File: src/hd_pkg.sv
// ----------------------------------------------------------------------------
// hd_pkg
// types and constants of the haversine distance pipeline
// ----------------------------------------------------------------------------
package hd_pkg;

    localparam logic [31:0] PHASE_K_LO = 32'd3589101257;
    localparam logic signed [33:0] INV_GAIN = 34'sd652032874;
    localparam logic [31:0] PI_Q30 = 32'd3373259426;
    localparam logic [22:0] RADIUS_RESET = 23'd6371000;

    localparam logic [29:0] ATAN_TURNS [0:31] = '{
        30'd536870912, 30'd316933406, 30'd167458907, 30'd85004756, 30'd42667331,
        30'd21354465, 30'd10679838, 30'd5340245, 30'd2670163, 30'd1335087,
        30'd667544, 30'd333772, 30'd166886, 30'd83443, 30'd41722, 30'd20861,
        30'd10430, 30'd5215, 30'd2608, 30'd1304, 30'd652, 30'd326, 30'd163,
        30'd81, 30'd41, 30'd20, 30'd10, 30'd5, 30'd3, 30'd1, 30'd1, 30'd0
    };

    typedef struct packed {
        logic signed [33:0] x;
        logic signed [33:0] y;
        logic signed [33:0] z;
        logic               flip;
    } rot_t;

    typedef struct packed {
        logic [62:0] n;
        logic [63:0] res;
        logic [31:0] aux;
    } sqrt_t;

    typedef struct packed {
        logic signed [34:0] x;
        logic signed [34:0] y;
        logic signed [33:0] z;
        logic [31:0]        aux;
    } vec_t;

endpackage

File: src/hd_rot_cell.sv
// ----------------------------------------------------------------------------
// hd_rot_cell
// one rotation step of the cosine cell row
// ----------------------------------------------------------------------------
module hd_rot_cell #(
    parameter int IDX = 0
) (
    input  logic         aclk,
    input  logic         en,
    input  hd_pkg::rot_t d_in,
    output hd_pkg::rot_t d_out
);

    hd_pkg::rot_t cell_reg, cell_next;
    logic signed [33:0] xi, yi, zi, dx, dy, atn;

    always_comb begin
        xi = d_in.x;
        yi = d_in.y;
        zi = d_in.z;
        dx = yi >>> IDX;
        dy = xi >>> IDX;
        atn = $signed({4'b0, hd_pkg::ATAN_TURNS[IDX]});
        cell_next.flip = d_in.flip;
        if (zi >= 0) begin
            cell_next.x = xi - dx;
            cell_next.y = yi + dy;
            cell_next.z = zi - atn;
        end else begin
            cell_next.x = xi + dx;
            cell_next.y = yi - dy;
            cell_next.z = zi + atn;
        end
    end

    always_ff @(posedge aclk) begin
        if (en) begin
            cell_reg <= cell_next;
        end
    end

    assign d_out = cell_reg;

endmodule

File: config.mk
export PLATFORM = sky130hd
export DESIGN_NAME = hd_rot_cell
export DESIGN_NICKNAME = d
export VERILOG_FILES = /design/src/hd_pkg.sv /design/src/hd_rot_cell.sv
export SDC_FILE = /design/constraint.sdc
export NUM_CORES = 1
export LEC_CHECK = 0
export ABC_AREA = 1
export BUFFER_PORTS_ARGS = -buffer_cell sky130_fd_sc_hd__buf_2
export CORE_ASPECT_RATIO = 2
export CORE_MARGIN = 4
export CORE_UTILIZATION = 30
export CTS_CLUSTER_SIZE = 10
export DETAILED_ROUTE_END_ITERATION = 7
export PLACE_DENSITY = 0.52
export SKIP_LAST_GASP = 1
export SLEW_MARGIN = 20
export SYNTH_ARGS = -nofsm -noshare
export SYNTH_HDL_FRONTEND = slang
export SYNTH_SLANG_ARGS = --single-unit
File: constraint.sdc
create_clock -name aclk -period 6.3 [get_ports aclk]
set_input_delay 1.26 -clock aclk [delete_from_list [all_inputs] [get_ports aclk]]
set_output_delay 1.26 -clock aclk [all_outputs]
set_load 0.01 [all_outputs]
; After elaboration in Yosys (flattened, before gate mapping)
; Index checks and enable logic that the tools add are counted.
[op_classes]
add_sub_neg = 5
n_lt_le_gt_ge = 1
mux = 1
[op_table]
columns = operator, count
row1 = 2-to-1 mux 102 bit, 1
row2 = subtractor 34 bit, 2
row3 = "adder 34 x 31 -> 34 bit, second input constant", 1
row4 = adder 34 bit, 1
row5 = ">= comparator 34 x 1 -> 1 bit, second input constant", 1
row6 = "subtractor 34 x 31 -> 34 bit, second input constant", 1
[word_totals]
regBits = 103
inputBits = 105

; Logic depth before layout (Yosys ltp)
[logic_depth]
ltp_word = 2
ltp_mapped = 17
ltp_nobuf = 16

; Least setup slack after synthesis
; Ideal clock, no wire load.
[synth_timing]
path_kind = input port to flip-flop
startpoint = input d_in[34] (netlist bit)
endpoint = register cell_reg, in the netlist d_out[34] (data pin)
arrival_ns = 2.897
slack_ns = 3.144
stages = 15
path_buffers = 2
cell_sequence = inv_1 -> ha_1 -> nand3b_1 -> nor3_1 -> nand2_1 -> nor2_1 -> nor2_1 -> inv_2 -> buf_4 -> buf_6 -> fa_1 -> nand2_1 -> nand2_1 -> a21oi_1 -> xnor2_1
[synth_rtl]
columns = item, line_no
row1 = start: declaration, hd_rot_cell.sv:10  ; input hd_pkg::rot_t d_in,
row2 = end signal: assignment, hd_rot_cell.sv:38  ; cell_reg <= cell_next;
row3 = end: declaration, hd_rot_cell.sv:14  ; hd_pkg::rot_t cell_reg, cell_next;

==> flow_summary.json <==
{
  "status": "completed",
  "p_leak_nw": 6.27,
  "p_seq_share_pct": 35.7,
  "critical_path_class": "in2reg",
  "syn_area_um2": 10800,
  "final_common_cell": "nand2_1",
  "final_max_slew_viol_count": 0,
  "rsz0062_at_grt": "false",
  "final.period_utilization_pct": 54.4,
  "synthCells": 1599,
  "synth_top_area_cell": "edfxtp_1",
  "worst_ep_arrival_time_ns": 3.61,
  "slew-limit-headroom_pct": 36.5,
  "yosysWarnings": 0,
  "cp_slowest_cell": "inv_2",
  "num_io_pins": 208,
  "die_w_um": 142,
  "core_area_um2": 35700,
  "synthesis.nets": 1812,
  "post_cts_buffers": 0,
  "path_common_cell": "nand2_1",
  "fin_hold_ws_ns": 1.06,
  "dp_slack_ns": 2.50,
  "final_cell_mix": "nand2_1 (450), inv_1 (231), buf_2 (206)",
  "fp-row-count": 98,
  "grt_pass1_wl_um": 64300,
  "hold_end": "d_out[0]",
  "cts_sinks": 102,
  "finalPower_w": 0.00246,
  "drc": 0,
  "initial_core_util_pct": 30.3,
  "postRouteAntennaNets": 0,
  "whs_path_depth": 1,
  "fin_cells": 2231,
  "swShare_pct": 41.5,
  "tightestPinTransition_ns": 0.952,
  "yosys.cell_types.count": 36,
  "grt_usage_pct": 21.9,
  "avgRoutedWirePerCell_um": 19.9,
  "drv_cap": 0,
  "cts.clk_slew.worst_paths_ns": 0.08,
  "cts_hold_buf": 0,
  "hold_class": "in2reg",
  "cts-root-buf": "clkbuf_16",
  "seq_area_frac_synth_pct": 28.4,
  "clockBufferDepth": 2,
  "fmax_mhz": 292,
  "cts_made_buffers": 9,
  "ys_async_sr_fraction_pct": 0,
  "dpl.hpwl_um": 38100,
  "p_int_w": 0.00144,
  "cp_data_required_time_ns": 6.48,
  "placedCellCount": 2215,
  "slowest_delay_ns": 0.53,
  "synth_edf_count": 102,
  "wirelength_um": 44300,
  "fillers": 3960,
  "synth_ff_type": "edfxtp_1",
  "synthTopCellsByArea": "edfxtp_1 (28%), nand2_1 (16%), ha_1 (12%)",
  "cts_resized": 0,
  "gp_congestion": 1.02,
  "dieHeight_um": 276,
  "vias": 11300,
  "setup_viol": 0,
  "finalSetupTns_ns": 0,
  "ys_seq_elements": 102,
  "dieArea_um2": 39300,
  "multi_input_area_um2": 6490,
  "largest_reg_flops": 102,
  "hold_viol": 0,
  "drt_iter0_markers": 743,
  "period_minus_slack_ns": 3.43,
  "p_per_area_nw_per_um2": 198,
  "power_frac_comb_pct": 40.7,
  "crit_chain": "buf_2 > inv_1 > ha_1 > nand3b_1 > nor3_1 > nand2_1 > nor2_1 > nor2_4 > inv_2 > buf_4 > nand3_1 > nand2_1",
  "via_per_inst": 5.07,
  "clockPowerShare_pct": 23.6,
  "final_net_count": 1989,
  "antenna_found_initial": 0,
  "cts_tree": "done",
  "port_buffers": 207,
  "ir_drop_mv": 0.170,
  "globalRouteOverflowTotal": 0,
  "endpoint_kind": "register",
  "worst_slack_ns": 2.87,
  "grt_pass1_vias": 11400,
  "diodes": 0,
  "holdCritStartpoint": "d_in[0]",
  "regArea_um2": 3060,
  "synth_top_area_share_pct": 28.4,
  "synth_area_per_cell_um2": 6.75,
  "area_delta_synth_final_pct": 14.8,
  "firstDrtPassIters": 8,
  "grt_max_degree": 67,
  "crit_path_max_fanout": 38,
  "drive_gt1_share_pct": 16.2,
  "p_switching_w": 0.00102,
  "cp-start-kind": "input port",
  "cts_max_level": 3
}
==> how the worst max path moves through the flow <==
stage	from	to
after global placement	d_in[31]	d_out[63]
after global routing	d_in[34]	d_out[57]
after floorplan	d_in[34]	d_out[34]
after detailed placement	d_in[34]	d_out[57]
final	d_in[34]	d_out[63]
after CTS	d_in[34]	d_out[63]
==> cell usage after synthesis, drive strengths merged (2+ instances only) <==
master / instances
edfxtp: 102
a31oi: 2
o21a: 3
a21o: 3
o21bai: 12
nand3: 154
o21ai: 106
nand2: 467
a21oi: 126
and2: 2
nand3b: 4
nor2: 144
inv: 246
nor4: 7
o211ai: 2
fa: 4
nor3: 19
nand4: 14
ha: 104
buf: 43
xor2: 32
==> metal layers <==
layer | up-vias | wire [µm] | track usage (%)
li1 | 5529 | - | -
met1 | 5173 | 13600 | 18.5
met2 | 440 | 24100 | 42.4
met3 | 162 | 1580 | 1.63
met4 | 0 | 5140 | 21.1
met5 | - | 0 | 0
==> critical path, delay by kind of cell <==
kind          cells  cell delay, ns
buf+inv           4            1.22
simple gates      7            0.91
fa+ha+maj         1            0.17
==> power groups by stage <==
stage                     Clock [W]  Combinational [W]  Sequential (W)
final                      0.000580            0.00100        0.000879
after global routing       0.000623            0.00109        0.000889
after CTS                  0.000597            0.00100        0.000882
after detailed placement          0           0.000997        0.000897
after global placement            0           0.000992        0.000895
after floorplan                   0           0.000565        0.000938
==> cells by family (layout without fill, tap and decap cells) <==
logic type               after synthesis  count (layout)  synth area share [%]
AO/OA/AOI/OAI                        254             254                  12.6
XOR/XNOR                              33              33                  2.68
adder cells (fa/ha/maj)              108             108                  12.8
buffers and inverters                290             472                  11.6
flip-flops                           102             102                  28.4
AND/OR/NAND/NOR                      812             812                  31.9
==> final cells by class <==
class                           count  share of cell area, %
Multi-Input combinational cell   1207                   52.4
Sequential cell                   102                   24.7
Timing Repair Buffer              210                   8.56
Inverter                          246                   7.45
Tap cell                          450                   4.54
Clock buffer                        9                   1.82
Clock inverter                      7                  0.575
==> metrics by stage <==
step                util (%)  area (µm²)
floorplan                  -       10800
detailed placement      33.9       12100
CTS                     34.7       12400
global placement        33.9       12100
global route            34.7       12400
finish                  34.7       12400
(Power assumes the default switching activity.)
