===== config.mk =====
export PLATFORM = sky130hd
export DESIGN_NAME = hd_sqrt_cell
export DESIGN_NICKNAME = d
export VERILOG_FILES = /design/src/hd_pkg.sv /design/src/hd_sqrt_cell.sv
export SDC_FILE = /design/constraint.sdc
export NUM_CORES = 1
export LEC_CHECK = 0
export BUFFER_PORTS_ARGS = -buffer_cell sky130_fd_sc_hd__clkbuf_2
export CAP_MARGIN = 20
export CORE_MARGIN = 5
export CORE_UTILIZATION = 45
export CTS_CLUSTER_SIZE = 28
export DETAILED_ROUTE_END_ITERATION = 8
export HOLD_SLACK_MARGIN = 0.05
export PLACE_DENSITY = 0.72
export SETUP_SLACK_MARGIN = 0.02
export SYNTH_ARGS = -nofsm -noshare
export SYNTH_HDL_FRONTEND = slang
export SYNTH_SLANG_ARGS = --single-unit

===== constraint.sdc =====
create_clock -name aclk -period 6.8 [get_ports aclk]
set_clock_uncertainty 0.05 [all_clocks]
set_input_delay 1.02 -clock aclk [delete_from_list [all_inputs] [get_ports aclk]]
set_output_delay 1.02 -clock aclk [all_outputs]
set_load 0.01 [all_outputs]

===== src/hd_pkg.sv =====
// ----------------------------------------------------------------------------
// hd_pkg
// types and constants of the haversine distance pipeline
// ----------------------------------------------------------------------------
package hd_pkg;

    localparam logic [31:0] PHASE_K_LO = 32'd3589101257;
    localparam logic signed [33:0] INV_GAIN = 34'sd652032874;
    localparam logic [31:0] PI_Q30 = 32'd3373259426;
    localparam logic [22:0] RADIUS_RESET = 23'd6371000;

    localparam logic [29:0] ATAN_TURNS [0:31] = '{
        30'd536870912, 30'd316933406, 30'd167458907, 30'd85004756, 30'd42667331,
        30'd21354465, 30'd10679838, 30'd5340245, 30'd2670163, 30'd1335087,
        30'd667544, 30'd333772, 30'd166886, 30'd83443, 30'd41722, 30'd20861,
        30'd10430, 30'd5215, 30'd2608, 30'd1304, 30'd652, 30'd326, 30'd163,
        30'd81, 30'd41, 30'd20, 30'd10, 30'd5, 30'd3, 30'd1, 30'd1, 30'd0
    };

    typedef struct packed {
        logic signed [33:0] x;
        logic signed [33:0] y;
        logic signed [33:0] z;
        logic               flip;
    } rot_t;

    typedef struct packed {
        logic [62:0] n;
        logic [63:0] res;
        logic [31:0] aux;
    } sqrt_t;

    typedef struct packed {
        logic signed [34:0] x;
        logic signed [34:0] y;
        logic signed [33:0] z;
        logic [31:0]        aux;
    } vec_t;

endpackage


===== src/hd_sqrt_cell.sv =====
// ----------------------------------------------------------------------------
// hd_sqrt_cell
// one bit step of the floor square root cell row
// ----------------------------------------------------------------------------
module hd_sqrt_cell #(
    parameter int IDX = 0
) (
    input  logic          aclk,
    input  logic          en,
    input  hd_pkg::sqrt_t d_in,
    output hd_pkg::sqrt_t d_out
);

    localparam logic [63:0] BIT = 64'd1 << (62 - 2 * IDX);

    hd_pkg::sqrt_t cell_reg, cell_next;
    logic [63:0] trial;

    always_comb begin
        trial = d_in.res + BIT;
        cell_next.aux = d_in.aux;
        if ({1'b0, d_in.n} >= trial) begin
            cell_next.n   = 63'({1'b0, d_in.n} - trial);
            cell_next.res = (d_in.res >> 1) + BIT;
        end else begin
            cell_next.n   = d_in.n;
            cell_next.res = d_in.res >> 1;
        end
    end

    always_ff @(posedge aclk) begin
        if (en) begin
            cell_reg <= cell_next;
        end
    end

    assign d_out = cell_reg;

endmodule


### Yosys cells after proc, flatten, opt, wreduce, memory -nomap -nowiden

Index checks and enable logic that the tools add are counted.

* bits in registers: 159
* bits of input ports: 161
* output and inout port bits: 159

* $add $sub $neg: 3
* magnitude comparators: 1
* multiplexer cells: 1

Operators by type and width (count)
* 127-bit two-way mux: 1
* 63-bit by 63-bit adder with 64-bit output (second input constant): 1
* 64-bit by 63-bit adder with 64-bit output (second input constant): 1
* 63-bit by 64-bit >= comparator with 1-bit output: 1
* 63-bit subtractor: 1

### Logic depth before layout (Yosys ltp)

Gate-level depths: netlist of run 1.

* word-level depth: 3
* depth in mapped cells: 16
* gate-level depth less buffers: 14

### Least setup slack after synthesis of run 1

Ideal clock, no wire load.

* path kind: input port to flip-flop
* start point: input port d_in[96] in the netlist's numbering
* end point: register cell_reg, in the netlist d_out[105], data pin
* setup time: 262 ps
* arrival: 3699 ps
* required time: 6488 ps
* setup slack: 2789 ps
* stages on the path: 14
* buffers on the path: 1
* cell sequence: inv_1 -> ha_1 -> fa_1 -> nand2b_1 -> a21oi_1 -> o31a_1 -> o21ai_1 -> o211a_2 -> o31a_1 -> o41ai_2 -> a311oi_1 -> o31a_1 -> buf_2 -> mux2_1

RTL lines
* from (decl): RTL line hd_sqrt_cell.sv:10 `input hd_pkg::sqrt_t d_in,`
* to (signal assigned): RTL line hd_sqrt_cell.sv:33 `cell_reg <= cell_next;`
* to (decl): RTL line hd_sqrt_cell.sv:16 `hd_pkg::sqrt_t cell_reg, cell_next;`

==> results of run 1 <==
-- power breakdown --
| part | internal, uW | leakage [uW] | switching (uW) |
|---|---|---|---|
| clock network | 495 | 0.000287 | 466 |
| registers | 1190 | 0.00155 | 25.1 |
| logic | 280 | 0.00380 | 420 |
| total | 1970 | 0.00565 | 911 |
-- worst max-delay path, delay by kind of cell --
kind            cells  cell delay (ns)
simple gates        1             0.15
buf+inv             3             0.59
compound gates      8             2.09
mux                 1             0.35
fa+ha+maj           2             0.44
-- cell type report --
class / instances / area share [%]
clock buffers: 17 / 3.54
repair buffers: 323 / 13.7
well taps: 275 / 2.87
inverters: 83 / 2.59
multi-input cells: 672 / 36.2
clock inverters: 15 / 1.38
flip-flops and latches: 159 / 39.8
-- per-layer routing --
metal	vias to the layer above	part of all wire, %
met5	-	0
met4	0	1.6
met3	27	7.6
met2	297	48
met1	3837	43
li1	4062	-
-- layout by cell type (no fill, tap or decap), types with 6 or more instances in the layout --
master     instances
o21bai_1          16
nor2_1            53
clkbuf_16         17
o21ai_1           66
a31oi_1            7
a21o_1            46
a211oi_1           8
nand4_1           21
a21oi_1           70
nand2_1          122
nor2b_1            7
clkbuf_2         318
and3_1             6
nand3_1           11
edfxtp_1         159
inv_1             83
xnor2_1           33
ha_1              63
nor3_1             8
nand2b_1           9
xor2_1            26
o21ai_0           34
-- stage by stage --
| stage | setup slack [ns] | hold WS, ns | std cells |
|---|---|---|---|
| after floorplan | 2.79 | 1.07 | 960 |
| after global placement | 1.98 | 1.15 | 1512 |
| after detailed placement | 1.84 | 1.15 | 1512 |
| after CTS | 2.29 | 0.696 | 1544 |
| after global routing | 2.03 | 0.687 | 1544 |
| final | 2.26 | 0.715 | 1544 |
-- cell families (layout without fill, tap and decap cells) --
kind of cell             Yosys count  in the layout
flip-flops                       159            159
AO/OA/AOI/OAI                    292            292
XOR/XNOR                          59             59
buffers and inverters            129            438
multiplexers                       5              5
AND/OR/NAND/NOR                  252            252
adder cells (fa/ha/maj)           64             64
-- path summary, 6_finish.rpt --
path,to,slack [ns],depth (start not counted)
worst min-delay path,d_out[8],0.71,1
worst max-delay path,d_out[105],2.26,15
==> flow_summary.yaml, run 1 <==
status:
  status: "finished, final reports clean"
synthesis:
  yosysWarnings: 0
  synthTopCellsByArea: "edfxtp_1, ha_1, nand2_1"
  synth_top_family_by_area: "compound AO/OA/AOI/OAI gates"
  muxShareOfSynthArea_pct: 0.584
  yosysTopAreaCellShare_pct: 49.5
  synth_edf_count: 159
  syn_inst: 960
  yosys_register_bits: 159
  synth_xor_area_share_pct: 5.36
  yosysTopAreaCell: "edfxtp_1"
  synth_nets: 1185
  yosysMostFrequentCell: "edfxtp_1"
  yosysSeqAreaShare_pct: 49.5
  synth_area_um2: 9640
  synth.avg_cell_area_um2: 10.0
  synth_simple_gate_area_share_pct: 11.6
  ys_types: 57
  synth-main-ff-cell: "edfxtp_1"
  synth_common_cells: "edfxtp_1, nand2_1, inv_1, a21oi_1, o21ai_1"
  ys_async_sr_fraction_pct: 0
  synth-compound-area-share_pct: 19.0
  synth_fa_ha_area_share_pct: 8.38
clock_tree:
  post_cts_buffers: 0
  tritoncts: "done"
  clk_pin_slew_worst_paths_ns: 0.08
  cts.htree.levels: 4
  cts_buffer_depth: 2
  root_buffer: "clkbuf_16"
  ctsResizeCount: 0
  cts_sinks: 159
  numCtsBuffers: 17
  ctsHoldBuffers: 0
grt:
  grt-busiest-layer: "met2"
  grt_use_total_pct: 20.8
  grt.met2_usage_pct: 34.3
  grt_pass1_wl_mm: 40.6
  met1_usage_pct: 27.7
  antenna_found_initial: 0
  grt.met3_usage_pct: 4.81
  grt_pass1_vias: 7812
  grt_max_degree: 96
  grt_overflow_total: 0
timing:
  tns_ns: 0
  hold_viol: 0
  grt_setup_unrepaired: "no"
  tightest_slew_ns: 0.893
  layout_min_cycle_time_ns: 4.54
  fin_crit_sh_pct: 66.8
  maxSlewHeadroom_pct: 40.5
  fmax_ghz: 0.220
  setup_viol: 0
  drv_slew: 0
critical_path:
  crit_top_cell: "o31a_1"
  cp_data_required_time_ns: 6.94
  crit_path_max_incr_delay_ns: 0.57
  startpoint: "d_in[96]"
  path_cells: "clkbuf_2, inv_1, ha_1, fa_1, nand2b_1, a21oi_1, o31a_1, o21ai_1, o211a_2, o31a_1, o41ai_2, a311oi_1, o31a_2, buf_4, mux2_1"
  worstPathArrival_ns: 4.68
  endpoint_kind: "register"
  crit_slowest_cell: "o31a_2"
  cp-start-kind: "primary input"
  crit_type: "in -> reg"
  path_max_fanout: 35
placement:
  dp_hpwl_mm: 21.1
  gp_congestion: 0.885
  io_buffers: 319
  place_area_um2: 11400
finish:
  largest_reg_flops: 159
  fill_cells: 1891
  n_antenna_cell: 0
  drive_gt1_share_pct: 29.2
  register_area_um2: 4770
  fin_nets: 1481
  finalInstanceArea_um2: 12000
  multi_input_area_um2: 4340
  syn2layout_area_growth_pct: 24.5
  utilization_pct: 56.9
floorplan:
  initial_core_util_pct: 45.7
  die_x_um: 156
  pin_count: 320
  coreArea_um2: 21100
  num_rows: 53
  die_y_um: 156
  dieArea_um2: 24500
detailed_routing:
  vias: 8223
  drt.antenna.violating_nets: 0
  drc: 0
  routedWlPerCell_um: 17.2
  vias_per_cell: 5.33
  wirelength_mm: 26.6
  dr.pass1.iters: 5
  drtIter0Drc: 595
min_path:
  hold_class: "in -> reg"
  hold_path.startpoint: "d_in[8]"
power_and_ir_drop:
  p_leak_uw: 0.00565
  vdd_drop_max_mv: 0.158
  power_density_nw_per_um2: 240
  power.total_uw: 2880
job:
  cap_violations: 0
(Power assumes the default switching activity.)
==> run 2, diff against run 1 <==
--- a/config.mk
+++ b/config.mk
@@ -12,7 +12,7 @@
 export CTS_CLUSTER_SIZE = 28
 export DETAILED_ROUTE_END_ITERATION = 8
 export HOLD_SLACK_MARGIN = 0.05
-export PLACE_DENSITY = 0.72
+export PLACE_DENSITY = 0.75
 export SETUP_SLACK_MARGIN = 0.02
 export SYNTH_ARGS = -nofsm -noshare
 export SYNTH_HDL_FRONTEND = slang
==> constraint.sdc (replaced) <==
create_clock -name aclk -period 3.7 [get_ports aclk]
set_clock_uncertainty 0.05 [all_clocks]
set_input_delay 0.555 -clock aclk [delete_from_list [all_inputs] [get_ports aclk]]
set_output_delay 0.555 -clock aclk [all_outputs]
set_load 0.01 [all_outputs]
==> flow_summary.yaml, run 2 (synthesis gave the netlist of run 1 again) <==
timing:
  timing.hold.ws_ns: 0.249
  setup_viol: 0
  layout_min_cycle_time_ns: 3.48
  tightest_slew_ns: 0.646
  hold_viol: 0
  maxSlewHeadroom_pct: 56.9
  grt_setup_unrepaired: "no"
  drv_slew: 0
  fin_crit_sh_pct: 94.0
  fmax_ghz: 0.288
  tns_ns: 0
  fin_ws_ns: 0.224
floorplan:
  die_x_um: 156
  num_rows: 53
  die_y_um: 156
  initial_core_util_pct: 45.7
  pin_count: 320
  dieArea_um2: 24500
  coreArea_um2: 21100
clock_tree:
  cts_sinks: 159
  clk_pin_slew_worst_paths_ns: 0.07
  tritoncts: "done"
  numCtsBuffers: 17
  root_buffer: "clkbuf_16"
  cts.htree.levels: 4
  cts_buffer_depth: 2
  ctsHoldBuffers: 0
finish:
  syn2layout_area_growth_pct: 30.4
  final_common_cell: "clkbuf_2"
  largest_reg_flops: 159
  mostFrequentLayoutCells: "clkbuf_2, edfxtp_1, nand2_1"
  fin_nets: 1550
  finalInstanceArea_um2: 12600
  final_cells: 1614
  drive_gt1_share_pct: 33.0
grt:
  grt_pass1_wl_mm: 43.3
  grt_pass1_vias: 8511
  grt_overflow_total: 0
  grt_use_total_pct: 22.0
  grt_max_degree: 69
  antenna_found_initial: 1
detailed_routing:
  dr.pass1.iters: 5
  drc: 0
  wirelength_mm: 27.6
  vias_per_cell: 5.25
  routedWlPerCell_um: 17.1
  vias: 8467
  drt.antenna.violating_nets: 0
  drtIter0Drc: 581
placement:
  dp_hpwl_mm: 22.2
  place_area_um2: 12000
  dp_cells: 1581
  gp_congestion: 0.889
  pre_cts_ws_ns: -0.190
  io_buffers: 319
critical_path:
  crit_type: "in -> reg"
  cp-start-kind: "primary input"
  path_max_fanout: 22
  endpoint_kind: "register"
  cp_data_required_time_ns: 3.82
  worstPathArrival_ns: 3.60
status:
  status: "finished, final reports clean"
power_and_ir_drop:
  vdd_drop_max_mv: 0.299
  p_leak_uw: 0.00599
  power_density_nw_per_um2: 428
min_path:
  hold_class: "in -> reg"
job:
  cap_violations: 0
-- run 2: worst paths after layout --
kind                      from         to  slack, ns  cells past startpoint
worst min-delay path  d_in[20]  d_out[20]       0.25                      1
worst max-delay path  d_in[96]  d_out[99]       0.22                     15
-- run 2: layout make-up --
class | count | area (um^2)
Multi-Input combinational cell | 672 | 4350
Inverter | 83 | 312
Fill cell | 1860 | 8510
Timing Repair Buffer | 392 | 2230
Tap cell | 275 | 344
Antenna cell | 1 | 2.50
Sequential cell | 159 | 4770
Clock buffer | 17 | 425
Clock inverter | 15 | 151
-- run 2: layer usage --
metal / GRT usage, % / up-vias / share of wire [%]
met3: 4.54 / 45 / 7.3
met4: 6.82 / 0 / 2.3
li1: - / 4206 / -
met2: 37.5 / 309 / 49
met5: 0 / - / 0
met1: 28.3 / 3907 / 42
-- run 2: report_power, final --
part	leakage (uW)	switching (uW)	internal, uW	total (uW)
Sequential	0.00155	48.4	2190	2240
Combinational	0.00416	802	610	1410
Clock	0.000273	844	895	1740
-- run 2: through the flow --
step / total power (uW) / util [%]
finish: 5390 / 59.7
global route: 5660 / 59.7
CTS: 5420 / 59.6
detailed placement: 3680 / 56.9
global placement: 3660 / 56.9
floorplan: 3070 / -
-- run 2: timing repair --
item,4_1_cts,5_1_grt
setup buffers,0,0
gates resized for setup,0,1
endpoints found under the setup margin,0,2
-- run 2: worst max-delay path: stages --
cell and delay [ns]:
clkbuf_2 0.10, inv_1 0.04, ha_1 0.20, fa_1 0.41, nand2b_1 0.21, a21oi_2 0.22
o31a_1 0.17, o21ai_1 0.10, o211a_2 0.16, o31a_1 0.31, o41ai_2 0.07, a311oi_1 0.16
o31a_2 0.40, buf_12 0.18, mux2_1 0.32
==> run 3, diff against run 2 <==
--- a/config.mk
+++ b/config.mk
@@ -5,15 +5,15 @@
 export SDC_FILE = /design/constraint.sdc
 export NUM_CORES = 1
 export LEC_CHECK = 0
-export BUFFER_PORTS_ARGS = -buffer_cell sky130_fd_sc_hd__clkbuf_2
 export CAP_MARGIN = 20
 export CORE_MARGIN = 5
 export CORE_UTILIZATION = 45
 export CTS_CLUSTER_SIZE = 28
 export DETAILED_ROUTE_END_ITERATION = 8
+export DONT_BUFFER_PORTS = 1
 export HOLD_SLACK_MARGIN = 0.05
-export PLACE_DENSITY = 0.75
 export SETUP_SLACK_MARGIN = 0.02
+export SKIP_LAST_GASP = 1
 export SYNTH_ARGS = -nofsm -noshare
 export SYNTH_HDL_FRONTEND = slang
 export SYNTH_SLANG_ARGS = --single-unit
==> flow_summary.yaml, run 3 (synthesis gave the netlist of run 1 again) <==
timing:
  drv_slew: 0
  setup_viol: 0
  fin_crit_sh_pct: 92.4
  layout_min_cycle_time_ns: 3.42
  grt_setup_unrepaired: "no"
  tightest_slew_ns: 0.522
  fmax_ghz: 0.292
  maxSlewHeadroom_pct: 64.7
  hold_viol: 0
clock_tree:
  root_buffer: "clkbuf_16"
  ctsHoldBuffers: 0
  numCtsBuffers: 17
  cts_buffer_depth: 2
  ctsResizeCount: 0
  cts_sinks: 159
  tritoncts: "done"
  cts.htree.levels: 4
  clk_pin_slew_worst_paths_ns: 0.07
  post_cts_buffers: 0
critical_path:
  path_cells: "inv_1, ha_1, fa_1, nand2b_1, a21oi_1, o31a_1, o21ai_1, o211a_2, buf_4, a211oi_1, buf_4, o2111a_1, nor3b_1, buf_4, a22oi_1, xnor2_1, o21ai_1"
  crit_slowest_cell: "fa_1"
  path_max_fanout: 4
  cp_data_required_time_ns: 3.84
  crit_type: "in -> reg"
  endpoint_kind: "register"
  worstPathArrival_ns: 3.56
  crit_path_max_incr_delay_ns: 0.43
  cp-start-kind: "primary input"
  crit_top_cell: "buf_4"
detailed_routing:
  drc: 0
  routedWlPerCell_um: 20.2
  drtIter0Drc: 509
  vias_per_cell: 5.59
  drt.antenna.violating_nets: 0
  dr.pass1.iters: 5
  wirelength_mm: 25.8
  vias: 7133
power_and_ir_drop:
  seqPwrFrac_pct: 46.5
  switching_share_pct: 29.9
  power_density_nw_per_um2: 472
  pwr-share-comb_pct: 19.0
  power.share.clock_pct: 34.5
  vdd_drop_max_mv: 0.269
  p_leak_uw: 0.00457
  power.total_uw: 5100
  power.internal_uw: 3570
  p_sw_uw: 1530
grt:
  grt_overflow_total: 0
  grt_use_total_pct: 20.5
  grt_max_degree: 160
  grt_pass1_vias: 7135
  grt_pass1_wl_mm: 39.3
  antenna_found_initial: 0
placement:
  dp_hpwl_mm: 20.2
  place_area_um2: 10200
  gp_congestion: 0.896
  io_buffers: 0
finish:
  syn2layout_area_growth_pct: 12.0
  largest_reg_flops: 159
  n_antenna_cell: 0
  finalInstanceArea_um2: 10800
  drive_gt1_share_pct: 10.4
  final_common_cell: "edfxtp_1"
  fin_nets: 1214
  mostFrequentLayoutCells: "edfxtp_1, nand2_1, inv_1"
status:
  status: "finished, final reports clean"
min_path:
  hold_class: "in -> reg"
floorplan:
  initial_core_util_pct: 45.7
  die_x_um: 156
  die_y_um: 156
  pin_count: 320
  num_rows: 53
  coreArea_um2: 21100
  dieArea_um2: 24500
job:
  cap_violations: 0
==> run 3: changes by cell type in the layout (fill, tap and decap cells not counted), sizes merged <==
cell | previous run | this run
clkbuf | 335 | 17
diode | 1 | 0
buf | 74 | 56
inv | 90 | 91
clkinv | 5 | 3
bufinv | 0 | 1
==> run 3: area by class of cell <==
cell class | instances | area [um^2]
repair buffers | 56 | 458
clock inverters | 15 | 149
multi-input cells | 672 | 4340
inverters | 83 | 312
flip-flops and latches | 159 | 4770
clock buffers | 17 | 425
well taps | 275 | 344
fillers | 1945 | 10300
==> run 3: worst paths after layout <==
kind                      from    endpoint  depth (start not counted)
worst max-delay path  d_in[96]  d_out[156]                         17
worst min-delay path  d_in[39]   d_out[38]                          0
==> run 3: worst max-delay path, delay by kind of cell <==
family | cells | cell delay [ns]
simple gates | 2 | 0.23
fa+ha+maj | 2 | 0.62
compound gates | 8 | 1.47
buf+inv | 4 | 0.51
xor+xnor | 1 | 0.16
==> run 3: metal layers <==
metal  GRT usage [%]  up-vias  wire [um]
met5               0        -          0
met4            5.58        0        415
met3            7.66       23       2440
met2            32.9      267      12100
met1            26.2     3327      10800
li1                -     3516          -
==> run 3: per-stage QoR <==
step	TNS [ns]	std cells	worst slack [ns]	hold slack (ns)	util, %
3_5_place_dp	-5.11	1245	-0.136	0.604	48.5
3_3_place_gp	-0.153	1245	-0.0844	0.604	48.5
4_1_cts	0	1277	0.289	0.141	51.2
6_report	0	1277	0.281	0.161	51.2
2_1_floorplan	0	960	0.154	0.604	-
5_1_grt	0	1277	0.0736	0.136	51.2
==> run 3: power by group through the flow <==
| stage | logic, uW | clock network, uW | registers [uW] |
|---|---|---|---|
| after floorplan | 703 | 0 | 2370 |
| after global placement | 953 | 0 | 2410 |
| after detailed placement | 959 | 0 | 2410 |
| after CTS | 967 | 1790 | 2380 |
| after global routing | 1080 | 1890 | 2390 |
| final | 969 | 1760 | 2370 |
