## config.mk

```make
export PLATFORM = sky130hd
export DESIGN_NAME = hd_vec_cell
export DESIGN_NICKNAME = d
export VERILOG_FILES = /design/src/hd_pkg.sv /design/src/hd_vec_cell.sv
export SDC_FILE = /design/constraint.sdc
export NUM_CORES = 1
export LEC_CHECK = 0
export ABC_AREA = 0
export BUFFER_PORTS_ARGS = -buffer_cell sky130_fd_sc_hd__buf_2
export CORE_MARGIN = 4
export CORE_UTILIZATION = 55
export DETAILED_ROUTE_END_ITERATION = 7
export HOLD_SLACK_MARGIN = 0.15
export PLACE_DENSITY = 0.83
export SYNTH_ARGS = -nofsm -noshare
export SYNTH_HDL_FRONTEND = slang
export SYNTH_SLANG_ARGS = --single-unit
export TNS_END_PERCENT = 30
```

## constraint.sdc

```tcl
create_clock -name aclk -period 6.8 [get_ports aclk]
set_input_delay 1.36 -clock aclk [delete_from_list [all_inputs] [get_ports aclk]]
set_output_delay 1.36 -clock aclk [all_outputs]
set_load 0.1 [all_outputs]
```

## src/hd_pkg.sv

```systemverilog
// ----------------------------------------------------------------------------
// hd_pkg
// types and constants of the haversine distance pipeline
// ----------------------------------------------------------------------------
package hd_pkg;

    localparam logic [31:0] PHASE_K_LO = 32'd3589101257;
    localparam logic signed [33:0] INV_GAIN = 34'sd652032874;
    localparam logic [31:0] PI_Q30 = 32'd3373259426;
    localparam logic [22:0] RADIUS_RESET = 23'd6371000;

    localparam logic [29:0] ATAN_TURNS [0:31] = '{
        30'd536870912, 30'd316933406, 30'd167458907, 30'd85004756, 30'd42667331,
        30'd21354465, 30'd10679838, 30'd5340245, 30'd2670163, 30'd1335087,
        30'd667544, 30'd333772, 30'd166886, 30'd83443, 30'd41722, 30'd20861,
        30'd10430, 30'd5215, 30'd2608, 30'd1304, 30'd652, 30'd326, 30'd163,
        30'd81, 30'd41, 30'd20, 30'd10, 30'd5, 30'd3, 30'd1, 30'd1, 30'd0
    };

    typedef struct packed {
        logic signed [33:0] x;
        logic signed [33:0] y;
        logic signed [33:0] z;
        logic               flip;
    } rot_t;

    typedef struct packed {
        logic [62:0] n;
        logic [63:0] res;
        logic [31:0] aux;
    } sqrt_t;

    typedef struct packed {
        logic signed [34:0] x;
        logic signed [34:0] y;
        logic signed [33:0] z;
        logic [31:0]        aux;
    } vec_t;

endpackage

```

## src/hd_vec_cell.sv

```systemverilog
// ----------------------------------------------------------------------------
// hd_vec_cell
// one vectoring step of the angle cell row
// ----------------------------------------------------------------------------
module hd_vec_cell #(
    parameter int IDX = 0
) (
    input  logic         aclk,
    input  logic         en,
    input  hd_pkg::vec_t d_in,
    output hd_pkg::vec_t d_out
);

    hd_pkg::vec_t cell_reg, cell_next;
    logic signed [34:0] xi, yi, dx, dy;
    logic signed [33:0] zi, atn;

    always_comb begin
        xi = d_in.x;
        yi = d_in.y;
        zi = d_in.z;
        dx = yi >>> IDX;
        dy = xi >>> IDX;
        atn = $signed({4'b0, hd_pkg::ATAN_TURNS[IDX]});
        cell_next.aux = d_in.aux;
        if (yi > 0) begin
            cell_next.x = xi + dx;
            cell_next.y = yi - dy;
            cell_next.z = zi + atn;
        end else begin
            cell_next.x = xi - dx;
            cell_next.y = yi + dy;
            cell_next.z = zi - atn;
        end
    end

    always_ff @(posedge aclk) begin
        if (en) begin
            cell_reg <= cell_next;
        end
    end

    assign d_out = cell_reg;

endmodule

```

**Yosys cells after proc, flatten, opt, wreduce, memory -nomap -nowiden**

Index checks and enable logic that the tools add are counted.

- Input bits: 138
- Register bits: 136
- Output and inout port bits: 136
- Logic and storage cells: 11

- Add/subtract/negate cells: 5
- Order comparisons: 1
- Muxes and demuxes: 1

Operator list:

| operator | number |
|---|---|
| 104-bit two-way mux | 1 |
| 35-bit subtractor | 2 |
| 35-bit adder | 1 |
| 35-bit by 1-bit > comparator with 1-bit output, second input constant | 1 |
| 34-bit by 31-bit adder with 34-bit output, second input constant | 1 |
| 34-bit by 31-bit subtractor with 34-bit output, second input constant | 1 |

**Logic depth before layout (Yosys ltp)**

Gate-level depths: netlist of the first run.

- Depth after elaboration: 2
- Mapped depth: 13
- Gate-level depth less buffers: 12

**Worst setup path after synthesis of the first run**

OpenSTA, ideal clock, no wires.

- Path kind: input port to flip-flop
- Start: input port d_in[66] (netlist name)
- End: register cell_reg (netlist bit d_out[98]), data pin
- Data arrival time: 3664 ps
- Stages on the path: 12
- Path slack: 2878 ps
- Buffers on the path: 0
- Required time: 6541 ps
- Setup time: 259 ps
- Cells stage by stage: ha_1 -> inv_1 -> fa_1 -> nor2_1 -> nor2_1 -> o41ai_2 -> a211oi_2 -> o31ai_2 -> a311o_1 -> a311oi_1 -> o21bai_1 -> xnor2_1

RTL lines:

| item | RTL line | source |
|---|---|---|
| start: declaration | hd_vec_cell.sv:10 | `input hd_pkg::vec_t d_in,` |
| end signal: assignment | hd_vec_cell.sv:39 | `cell_reg <= cell_next;` |
| end: declaration | hd_vec_cell.sv:14 | `hd_pkg::vec_t cell_reg, cell_next;` |

==> results of run 1 <==
==> metal layers <==
layer / part of all wire, % / track usage [%] / vias up
li1: - / - / 4546
met1: 39 / 39.0 / 4562
met2: 48 / 53.5 / 567
met3: 8.7 / 5.64 / 107
met4: 4.4 / 14.3 / 2
met5: 0.038 / 0 / -
==> cells in the final DEF, fill, tap and decap left out, types with 3 or more instances in the layout <==
cell                         instances
sky130_fd_sc_hd__buf_2             272
sky130_fd_sc_hd__a21oi_1           151
sky130_fd_sc_hd__edfxtp_1          135
sky130_fd_sc_hd__ha_1              107
sky130_fd_sc_hd__inv_1              96
sky130_fd_sc_hd__nor2_1             82
sky130_fd_sc_hd__nand2_1            75
sky130_fd_sc_hd__xnor2_1            68
sky130_fd_sc_hd__o21ai_0            47
sky130_fd_sc_hd__nor3_1             26
sky130_fd_sc_hd__o21bai_1           24
sky130_fd_sc_hd__nor4_1             18
sky130_fd_sc_hd__a21o_1             18
sky130_fd_sc_hd__nand3_1            17
sky130_fd_sc_hd__clkbuf_16          17
sky130_fd_sc_hd__nor2b_1            14
sky130_fd_sc_hd__mux2i_1            14
sky130_fd_sc_hd__nand4_1            13
sky130_fd_sc_hd__a211oi_1           11
sky130_fd_sc_hd__o211ai_1           11
sky130_fd_sc_hd__o21ai_1            10
sky130_fd_sc_hd__o31ai_1            10
sky130_fd_sc_hd__nand2b_1            9
sky130_fd_sc_hd__a31oi_1             9
sky130_fd_sc_hd__inv_2               6
sky130_fd_sc_hd__a311oi_1            6
sky130_fd_sc_hd__or3_1               6
sky130_fd_sc_hd__o2111ai_1           6
sky130_fd_sc_hd__and3_1              5
sky130_fd_sc_hd__o41ai_1             5
sky130_fd_sc_hd__inv_6               5
sky130_fd_sc_hd__buf_4               5
sky130_fd_sc_hd__xor2_1              4
sky130_fd_sc_hd__o31a_1              4
sky130_fd_sc_hd__fa_1                4
sky130_fd_sc_hd__clkinvlp_4          4
sky130_fd_sc_hd__or2_2               3
sky130_fd_sc_hd__a21boi_0            3
sky130_fd_sc_hd__o21a_1              3
==> worst min path at each step <==
stage	start	end	slack [ns]
final	d_in[52]	d_out[52]	1.10
after global routing	d_in[29]	d_out[29]	1.09
after CTS	d_in[52]	d_out[52]	1.09
after detailed placement	d_in[42]	d_out[42]	1.54
after global placement	d_in[58]	d_out[58]	1.54
after floorplan	d_in[0]	d_out[0]	1.46
==> cells by family after synthesis <==
| group | Yosys count | share of synthesized area (%) |
|---|---|---|
| xor gates and xnor gates | 72 | 6.11 |
| adders and majority gates | 111 | 13.7 |
| DFF | 135 | 39.3 |
| buffers and inverters | 149 | 5.53 |
| AOI/OAI and AO/OA | 349 | 21.3 |
| muxes | 14 | 1.36 |
| and+or+nand+nor | 279 | 12.7 |
==> critical path: stages <==
cell and delay (ns):
sky130_fd_sc_hd__buf_2 0.15, sky130_fd_sc_hd__inv_1 0.06, sky130_fd_sc_hd__ha_1 0.24, sky130_fd_sc_hd__fa_1 0.38, sky130_fd_sc_hd__nand2b_1 0.19, sky130_fd_sc_hd__a211oi_1 0.40
sky130_fd_sc_hd__nor3_1 0.21, sky130_fd_sc_hd__o31a_1 0.43, sky130_fd_sc_hd__a21oi_1 0.18, sky130_fd_sc_hd__nor2b_1 0.10, sky130_fd_sc_hd__o41ai_1 0.55, sky130_fd_sc_hd__o21ai_1 0.19
sky130_fd_sc_hd__xnor2_1 0.17
==> through the flow <==
stage	cell area [sq um]	setup slack [ns]	power, uW
finish	12400	2.35	3630
global route	12400	2.22	3750
CTS	12400	2.48	3630
detailed placement	11800	2.12	2670
global placement	11800	2.15	2650
floorplan	10300	2.88	2340
==> power groups by stage <==
stage               combinational [uW]  clock [uW]  sequential [uW]
global route                      1650        1000             1090
global placement                  1560           0             1090
CTS                               1580         965             1080
detailed placement                1570           0             1100
finish                            1590         962             1080
floorplan                          467           0             1870
==> layout make-up <==
type | instances | area (sq um) | share of cell area [%]
clock buffer | 17 | 425 | 3.42
clock inverter | 14 | 165 | 1.33
inverter | 104 | 390 | 3.14
multi-input combinational | 825 | 5700 | 45.9
sequential | 135 | 4050 | 32.6
tap | 229 | 287 | 2.30
timing repair buffer | 278 | 1410 | 11.3
==> parameters.txt, run 1 <==
Parameter                              Value

Critical path
  Data required time of the critical path ... 6.96 ns
  Startpoint of the worst setup timing path ... d_in[66]
  Biggest fanout along the worst timing path ... 4
  Worst setup EP type ... register
  Crit path arrival time ... 4.61 ns
  WS Path Type ... in -> reg
  Critical path startpoint category ... input pin
  End of the critical path ... d_out[100]

Clock network
  Clock Pin Slew Worst Setup and Hold Paths ... 0.07 ns
  Sink Count ... 135
  Hold buffer count at CTS ... 0
  Clock tree from TritonCTS ... done
  Buffer cell driving the clock tree root ... sky130_fd_sc_hd__clkbuf_16
  Number of buffers on the longest clock path ... 2
  Resized cells post-CTS ... 0
  Number of levels the H-tree was split into ... 4
  Number of post-CTS setup repair buffers ... 0
  Clock buffer count from CTS ... 17

Synth
  Average cell area after synthesis ... 9.31 sq um
  Portion of the post-synthesis area used by sequential elements ... 39.3%
  Post-synth net total ... 1358
  Proportion of netlist area held by the largest area contributor ... 39.3%
  Number of distinct library cells after synthesis ... 68
  Cell area after technology mapping ... 0.0103 sq mm
  List of most frequent post-synthesis cells ... 151 x sky130_fd_sc_hd__a21oi_1, 135 x sky130_fd_sc_hd__edfxtp_1, 107 x sky130_fd_sc_hd__ha_1
  Yosys top cell by area ... sky130_fd_sc_hd__edfxtp_1
  Synth Warn # ... 0
  Leading cell type by number of instances after synthesis ... sky130_fd_sc_hd__a21oi_1
  Largest cells by area after synthesis ... sky130_fd_sc_hd__edfxtp_1 39%, sky130_fd_sc_hd__ha_1 13%, sky130_fd_sc_hd__a21oi_1 7.3%, sky130_fd_sc_hd__xnor2_1 5.8%, sky130_fd_sc_hd__inv_1 3.5%
  Post-synth EDFFs ... 135
  Prevailing post-synth register cell ... sky130_fd_sc_hd__edfxtp_1
  Syn Inst Count ... 1109
  Number of synthesized register bits ... 135
  Proportion of synthesized flip-flops having asynchronous set or reset ... 0%

Detailed routing
  WL per Instance ... 21.6 microns
  Sum of routed wire length over all layers ... 34.6 mm
  Antenna viol nets, final ... 0
  Starting DRC count in detailed routing ... 1065
  DR pass1 iterations ... 6
  Routed via count divided by cell count ... 6.11
  Number of vias after detailed routing ... 9784
  DR DRC count ... 0

Cells and area
  Proportion of layout cells with a drive suffix above 1 ... 23.9%
  Post-route insts no fill ... 1602
  Post-layout nets ... 1610
  Filler cell count ... 1460
  Max reg flops ... 135
  Ant diodes ... 0
  P&R area growth vs syn ... 20.4%
  Share of the core filled with cells in the final layout ... 68.3%

Pwr
  P_sw ... 1700 uW
  Portion of total power attributed to sequential cells ... 29.8%
  Maximum ir drop on the vdd rail ... 0.000161 V
  Leakage power summed over all cells ... 0.00550 uW
  Combinational power share ... 43.7%
  Share of total power in the clock network ... 26.5%
  Fraction of power spent switching nets ... 46.9%
  Ratio of total power to cell area ... 292 mW/mm^2
  Internal ... 1930 uW

STA
  Count of final setup violators ... 0
  Final count of pins violating max slew ... 0
  Final hold violations ... 0
  RSZ-0062 raised after global routing ... false
  Worst max-slew margin expressed relative to the limit ... 37.2%
  Period utilisation layout ... 65.4%
  Setup TNS ... 0 ns
  Actual slew at the worst max-slew pin ... 0.930 ns
  Upper clock frequency limit ... 0.225 GHz
  Minimum hold slack ... 1.10 ns
  Shortest clock period the worst path allows after layout ... 4.45 ns

Die
  DIE AREA ... 0.0210 sq mm
  Core Rows ... 49
  Placeable core region ... 0.0182 sq mm
  Die width ... 145 microns
  Effective utilization at floorplan ... 56.7%
  Count of pins on the block boundary ... 274
  Height of the die ... 145 microns

Global routing
  Overall track demand over capacity in global routing ... 31.3%
  Number of antenna violations at the first check in global routing ... 1
  Maximum number of pins on one net before global-route repair ... 73
  Via count of the first global-routing pass ... 9350
  Final global-route overflow total ... 0
  First-pass GRT wire length ... 52.5 mm

Run status
  Outcome ... completed

Placement
  HPWL after DPL ... 26.7 mm
  Routability congestion estimate from global placement ... 0.984
  Number of buffers added on ports ... 273
  Placed cell count ... 1571

Run
  Max-cap check violation count ... 0

Min path
  Hold Path Stages ... 1
  Worst min-delay path category ... in -> reg
Note: power is estimated with default switching activity, not from simulation.
==> run 2: changes to the inputs <==
--- a/config.mk
+++ b/config.mk
@@ -8,10 +8,10 @@
 export ABC_AREA = 0
 export BUFFER_PORTS_ARGS = -buffer_cell sky130_fd_sc_hd__buf_2
 export CORE_MARGIN = 4
-export CORE_UTILIZATION = 55
+export CORE_UTILIZATION = 54
 export DETAILED_ROUTE_END_ITERATION = 7
 export HOLD_SLACK_MARGIN = 0.15
-export PLACE_DENSITY = 0.83
+export PLACE_DENSITY = 0.82
 export SYNTH_ARGS = -nofsm -noshare
 export SYNTH_HDL_FRONTEND = slang
 export SYNTH_SLANG_ARGS = --single-unit
==> constraint.sdc (replaced) <==
create_clock -name aclk -period 4.5 [get_ports aclk]
set_input_delay 0.9 -clock aclk [delete_from_list [all_inputs] [get_ports aclk]]
set_output_delay 0.9 -clock aclk [all_outputs]
set_load 0.1 [all_outputs]
==> parameters.txt, run 2 (synthesis gave the netlist of run 1 again) <==
Parameter                              Value

Cells and area
  Max reg flops ... 135
  Share of the core filled with cells in the final layout ... 67.0%
  Top library cells by usage in the layout, fill and taps aside ... 272 x sky130_fd_sc_hd__buf_2, 151 x sky130_fd_sc_hd__a21oi_1, 135 x sky130_fd_sc_hd__edfxtp_1
  Post-route insts no fill ... 1624
  P&R area growth vs syn ... 21.8%
  Sequential cell area ... 0.00405 sq mm
  Filler cell count ... 1535
  Proportion of layout cells with a drive suffix above 1 ... 24.8%
  Post-layout nets ... 1626
  Combined area of the multi-input logic cells ... 0.00570 sq mm
  Most common library cell in the layout ignoring fill and taps ... sky130_fd_sc_hd__buf_2

Min path
  Worst min-delay path category ... in -> reg

Clock network
  Clock tree from TritonCTS ... done
  Clock buffer count from CTS ... 17
  Buffer cell driving the clock tree root ... sky130_fd_sc_hd__clkbuf_16
  Clock Pin Slew Worst Setup and Hold Paths ... 0.07 ns
  Number of post-CTS setup repair buffers ... 0
  Sink Count ... 135
  Resized cells post-CTS ... 0
  Number of buffers on the longest clock path ... 2
  Hold buffer count at CTS ... 0
  Number of levels the H-tree was split into ... 4

STA
  Upper clock frequency limit ... 0.270 GHz
  RSZ-0062 raised after global routing ... false
  Worst max-slew margin expressed relative to the limit ... 47.6%
  Period utilisation layout ... 82.3%
  Actual slew at the worst max-slew pin ... 0.779 ns
  Final hold violations ... 0
  Setup TNS ... 0 ns
  Shortest clock period the worst path allows after layout ... 3.70 ns
  Final count of pins violating max slew ... 0
  Count of final setup violators ... 0
  Setup slack of the critical path after layout ... 0.797 ns

Die
  Effective utilization at floorplan ... 55.0%
  Core Rows ... 50
  Count of pins on the block boundary ... 274
  Height of the die ... 146 microns
  Die width ... 146 microns
  DIE AREA ... 0.0214 sq mm
  Placeable core region ... 0.0188 sq mm

Placement
  Routability congestion estimate from global placement ... 0.960
  Number of buffers added on ports ... 273
  HPWL after DPL ... 27.4 mm
  Placed cell count ... 1592
  Minimum setup slack after placement ... 0.448 ns

Critical path
  Biggest fanout along the worst timing path ... 4
  Data required time of the critical path ... 4.69 ns
  Critical path startpoint category ... input pin
  Worst setup EP type ... register
  WS Path Type ... in -> reg
  Crit path arrival time ... 3.89 ns

Detailed routing
  DR DRC count ... 0
  DR pass1 iterations ... 6
  Starting DRC count in detailed routing ... 996
  Antenna viol nets, final ... 0
  Routed via count divided by cell count ... 6.03
  WL per Instance ... 21.4 microns
  Number of vias after detailed routing ... 9797
  Sum of routed wire length over all layers ... 34.8 mm

Global routing
  Maximum number of pins on one net before global-route repair ... 80
  Overall track demand over capacity in global routing ... 31.5%
  Final global-route overflow total ... 0
  First-pass GRT wire length ... 53.3 mm
  Number of antenna violations at the first check in global routing ... 1
  Via count of the first global-routing pass ... 9508

Pwr
  Leakage power summed over all cells ... 0.00558 uW
  Maximum ir drop on the vdd rail ... 0.000284 V
  Ratio of total power to cell area ... 438 mW/mm^2
  Total Power ... 5510 uW

Run status
  Outcome ... completed

Run
  Max-cap check violation count ... 0
## run 2: area by class of cell
cell class              instances  share of cell area, %
well taps                     234                   2.33
inverters                     104                   3.11
repair buffers                294                   12.2
multi-input cells             825                   45.4
clock inverters                14                   1.31
flip-flops and latches        135                   32.2
diodes                          1                 0.0199
clock buffers                  17                   3.38
## run 2: worst paths after layout
check / from / endpoint / slack, ns / cells after the start
hold / removal: d_in[37] / d_out[37] / 0.63 / 1
setup / recovery: d_in[66] / d_out[100] / 0.80 / 14
## run 2: power breakdown
group	internal, uW	switching [uW]
logic	506	1920
clock network	829	618
registers	1600	45.3
total	2930	2580
## run 2: worst max-delay path: stages
cell,delay (ns)
sky130_fd_sc_hd__buf_2,0.12
sky130_fd_sc_hd__inv_1,0.05
sky130_fd_sc_hd__ha_1,0.24
sky130_fd_sc_hd__fa_1,0.41
sky130_fd_sc_hd__nand2b_1,0.18
sky130_fd_sc_hd__a211oi_1,0.40
sky130_fd_sc_hd__nor3_1,0.19
sky130_fd_sc_hd__o31a_1,0.41
sky130_fd_sc_hd__a21oi_1,0.17
sky130_fd_sc_hd__nor2b_1,0.09
sky130_fd_sc_hd__o41ai_1,0.31
sky130_fd_sc_hd__buf_4,0.19
sky130_fd_sc_hd__o21ai_1,0.07
sky130_fd_sc_hd__xnor2_1,0.15
## run 2: layer usage
layer / part of all wire (%) / routed length, microns / track usage [%] / vias up
met2: 49 / 16900 / 54.1 / 508
met5: 0 / 0 / 0 / -
met1: 41 / 14200 / 40.5 / 4656
li1: - / - / - / 4563
met3: 7.9 / 2740 / 5.68 / 70
met4: 2.7 / 941 / 9.97 / 0
## run 2: stage by stage
| stage | hold slack, ns | area [sq um] |
|---|---|---|
| after floorplan | 0.999 | 10300 |
| after global placement | 1.08 | 12000 |
| after detailed placement | 1.08 | 12000 |
| after CTS | 0.633 | 12600 |
| after global routing | 0.629 | 12600 |
| final | 0.632 | 12600 |
==> run 3: changes to the inputs <==
==> constraint.sdc (replaced) <==
create_clock -name aclk -period 3.6 [get_ports aclk]
set_input_delay 0.72 -clock aclk [delete_from_list [all_inputs] [get_ports aclk]]
set_output_delay 0.72 -clock aclk [all_outputs]
set_load 0.1 [all_outputs]
==> parameters.txt, run 3 (synthesis gave the netlist of run 1 again) <==
Parameter                              Value

Cells and area
  Max reg flops ... 135
  Most common library cell in the layout ignoring fill and taps ... sky130_fd_sc_hd__buf_2
  Post-layout nets ... 1777
  Proportion of layout cells with a drive suffix above 1 ... 32.2%
  P&R area growth vs syn ... 32.8%
  Top library cells by usage in the layout, fill and taps aside ... 272 x sky130_fd_sc_hd__buf_2, 169 x sky130_fd_sc_hd__buf_4, 151 x sky130_fd_sc_hd__a21oi_1

Global routing
  Number of antenna violations at the first check in global routing ... 1
  Maximum number of pins on one net before global-route repair ... 93
  Via count of the first global-routing pass ... 10500
  Overall track demand over capacity in global routing ... 34.1%
  First-pass GRT wire length ... 57.6 mm
  Final global-route overflow total ... 0

Clock network
  Buffer cell driving the clock tree root ... sky130_fd_sc_hd__clkbuf_16
  Number of levels the H-tree was split into ... 4
  Clock tree from TritonCTS ... done
  Clock buffer count from CTS ... 17
  Number of buffers on the longest clock path ... 2
  Sink Count ... 135
  Hold buffer count at CTS ... 0
  Clock Pin Slew Worst Setup and Hold Paths ... 0.07 ns

Pwr
  P_sw ... 3330 uW
  Internal ... 3720 uW
  Share of total power in the clock network ... 24.5%
  Ratio of total power to cell area ... 514 mW/mm^2
  Portion of total power attributed to sequential cells ... 29.1%
  Fraction of power spent switching nets ... 47.2%
  Maximum ir drop on the vdd rail ... 0.000349 V
  Total Power ... 7050 uW
  Combinational power share ... 46.4%
  Leakage power summed over all cells ... 0.00632 uW

Run status
  Outcome ... completed

Detailed routing
  Length of routed wiring on met1 ... 14.8 mm
  Met3 wirelength from detailed routing ... 2.98 mm
  Routed wire length on met2 ... 18.2 mm
  Number of vias after detailed routing ... 10500
  Antenna viol nets, final ... 0
  Starting DRC count in detailed routing ... 1011
  Sum of routed wire length over all layers ... 37.5 mm
  Routed via count divided by cell count ... 5.91
  WL per Instance ... 21.1 microns
  DR pass1 iterations ... 6
  Top routing layer in use ... met4
  DR DRC count ... 0

Critical path
  Data required time of the critical path ... 3.76 ns
  Crit path arrival time ... 3.60 ns
  Biggest fanout along the worst timing path ... 3
  Worst setup EP type ... register
  WS Path Type ... in -> reg
  Critical path startpoint category ... input pin

Placement
  Number of buffers added on ports ... 273
  Routability congestion estimate from global placement ... 0.958
  HPWL after DPL ... 29.8 mm

Die
  Die width ... 146 microns
  Effective utilization at floorplan ... 55.0%
  Placeable core region ... 0.0188 sq mm
  Core Rows ... 50
  Height of the die ... 146 microns
  DIE AREA ... 0.0214 sq mm
  Count of pins on the block boundary ... 274

Run
  Max-cap check violation count ... 0

STA
  Count of final setup violators ... 0
  Period utilisation layout ... 95.6%
  Shortest clock period the worst path allows after layout ... 3.44 ns
  Final hold violations ... 0
  Worst max-slew margin expressed relative to the limit ... 57.4%
  Setup TNS ... 0 ns
  Upper clock frequency limit ... 0.291 GHz
  Final count of pins violating max slew ... 0
  RSZ-0062 raised after global routing ... false
  Actual slew at the worst max-slew pin ... 0.633 ns

Min path
  Worst min-delay path category ... in -> reg
-- run 3: layout make-up --
| class | instances | area [sq um] |
|---|---|---|
| Multi-Input combinational cell | 825 | 5710 |
| Fill cell | 1443 | 5050 |
| Sequential cell | 135 | 4050 |
| Timing Repair Buffer | 445 | 2710 |
| Clock buffer | 18 | 429 |
| Inverter | 104 | 390 |
| Tap cell | 234 | 293 |
| Clock inverter | 14 | 129 |
| Antenna cell | 1 | 2.50 |
-- run 3: layer usage --
metal	global-route usage, %	vias up
met4	13.4	0
met5	0	-
met2	58.7	576
li1	-	4867
met1	42.5	4955
met3	6.33	106
-- run 3: timing repair --
| item | in CTS | in global routing |
|---|---|---|
| setup endpoints to repair | 0 | 1 |
| buffers inserted | 0 | 0 |
| resized for setup | 0 | 1 |
-- run 3: final timing paths --
kind / startpoint / end / slack (ns) / cells past startpoint
worst max-delay path: d_in[66] / d_out[96] / 0.16 / 15
worst min-delay path: d_in[49] / d_out[49] / 0.46 / 1
-- run 3: per-stage QoR --
| stage | util [%] | hold WS, ns | worst slack (ns) | cell area (sq um) | std cells |
|---|---|---|---|---|---|
| floorplan | - | 0.819 | 0.318 | 10300 | 1109 |
| global placement | 70.1 | 0.896 | -0.0650 | 13100 | 1743 |
| detailed placement | 70.1 | 0.898 | -0.188 | 13100 | 1743 |
| CTS | 73.0 | 0.454 | 0.225 | 13700 | 1775 |
| global route | 73.1 | 0.451 | 0.0852 | 13700 | 1776 |
| finish | 73.1 | 0.455 | 0.160 | 13700 | 1776 |
-- run 3: power groups by stage --
stage	logic (uW)	clock network [uW]	registers (uW)
finish	3270	1730	2050
global route	3410	1810	2070
CTS	3240	1730	2050
detailed placement	3220	0	2080
global placement	3200	0	2070
floorplan	882	0	3540
-- run 3: worst max-delay path, cell delays in order --
cell and delay, ns:
sky130_fd_sc_hd__buf_2 0.12, sky130_fd_sc_hd__inv_1 0.05, sky130_fd_sc_hd__ha_1 0.25, sky130_fd_sc_hd__fa_1 0.40
sky130_fd_sc_hd__nand2b_1 0.20, sky130_fd_sc_hd__a211oi_2 0.24, sky130_fd_sc_hd__buf_4 0.15, sky130_fd_sc_hd__nor3_1 0.08
sky130_fd_sc_hd__o31a_1 0.35, sky130_fd_sc_hd__buf_4 0.16, sky130_fd_sc_hd__a31oi_1 0.22, sky130_fd_sc_hd__o21ai_1 0.17
sky130_fd_sc_hd__nor3_1 0.23, sky130_fd_sc_hd__o41ai_1 0.12, sky130_fd_sc_hd__xnor2_1 0.14
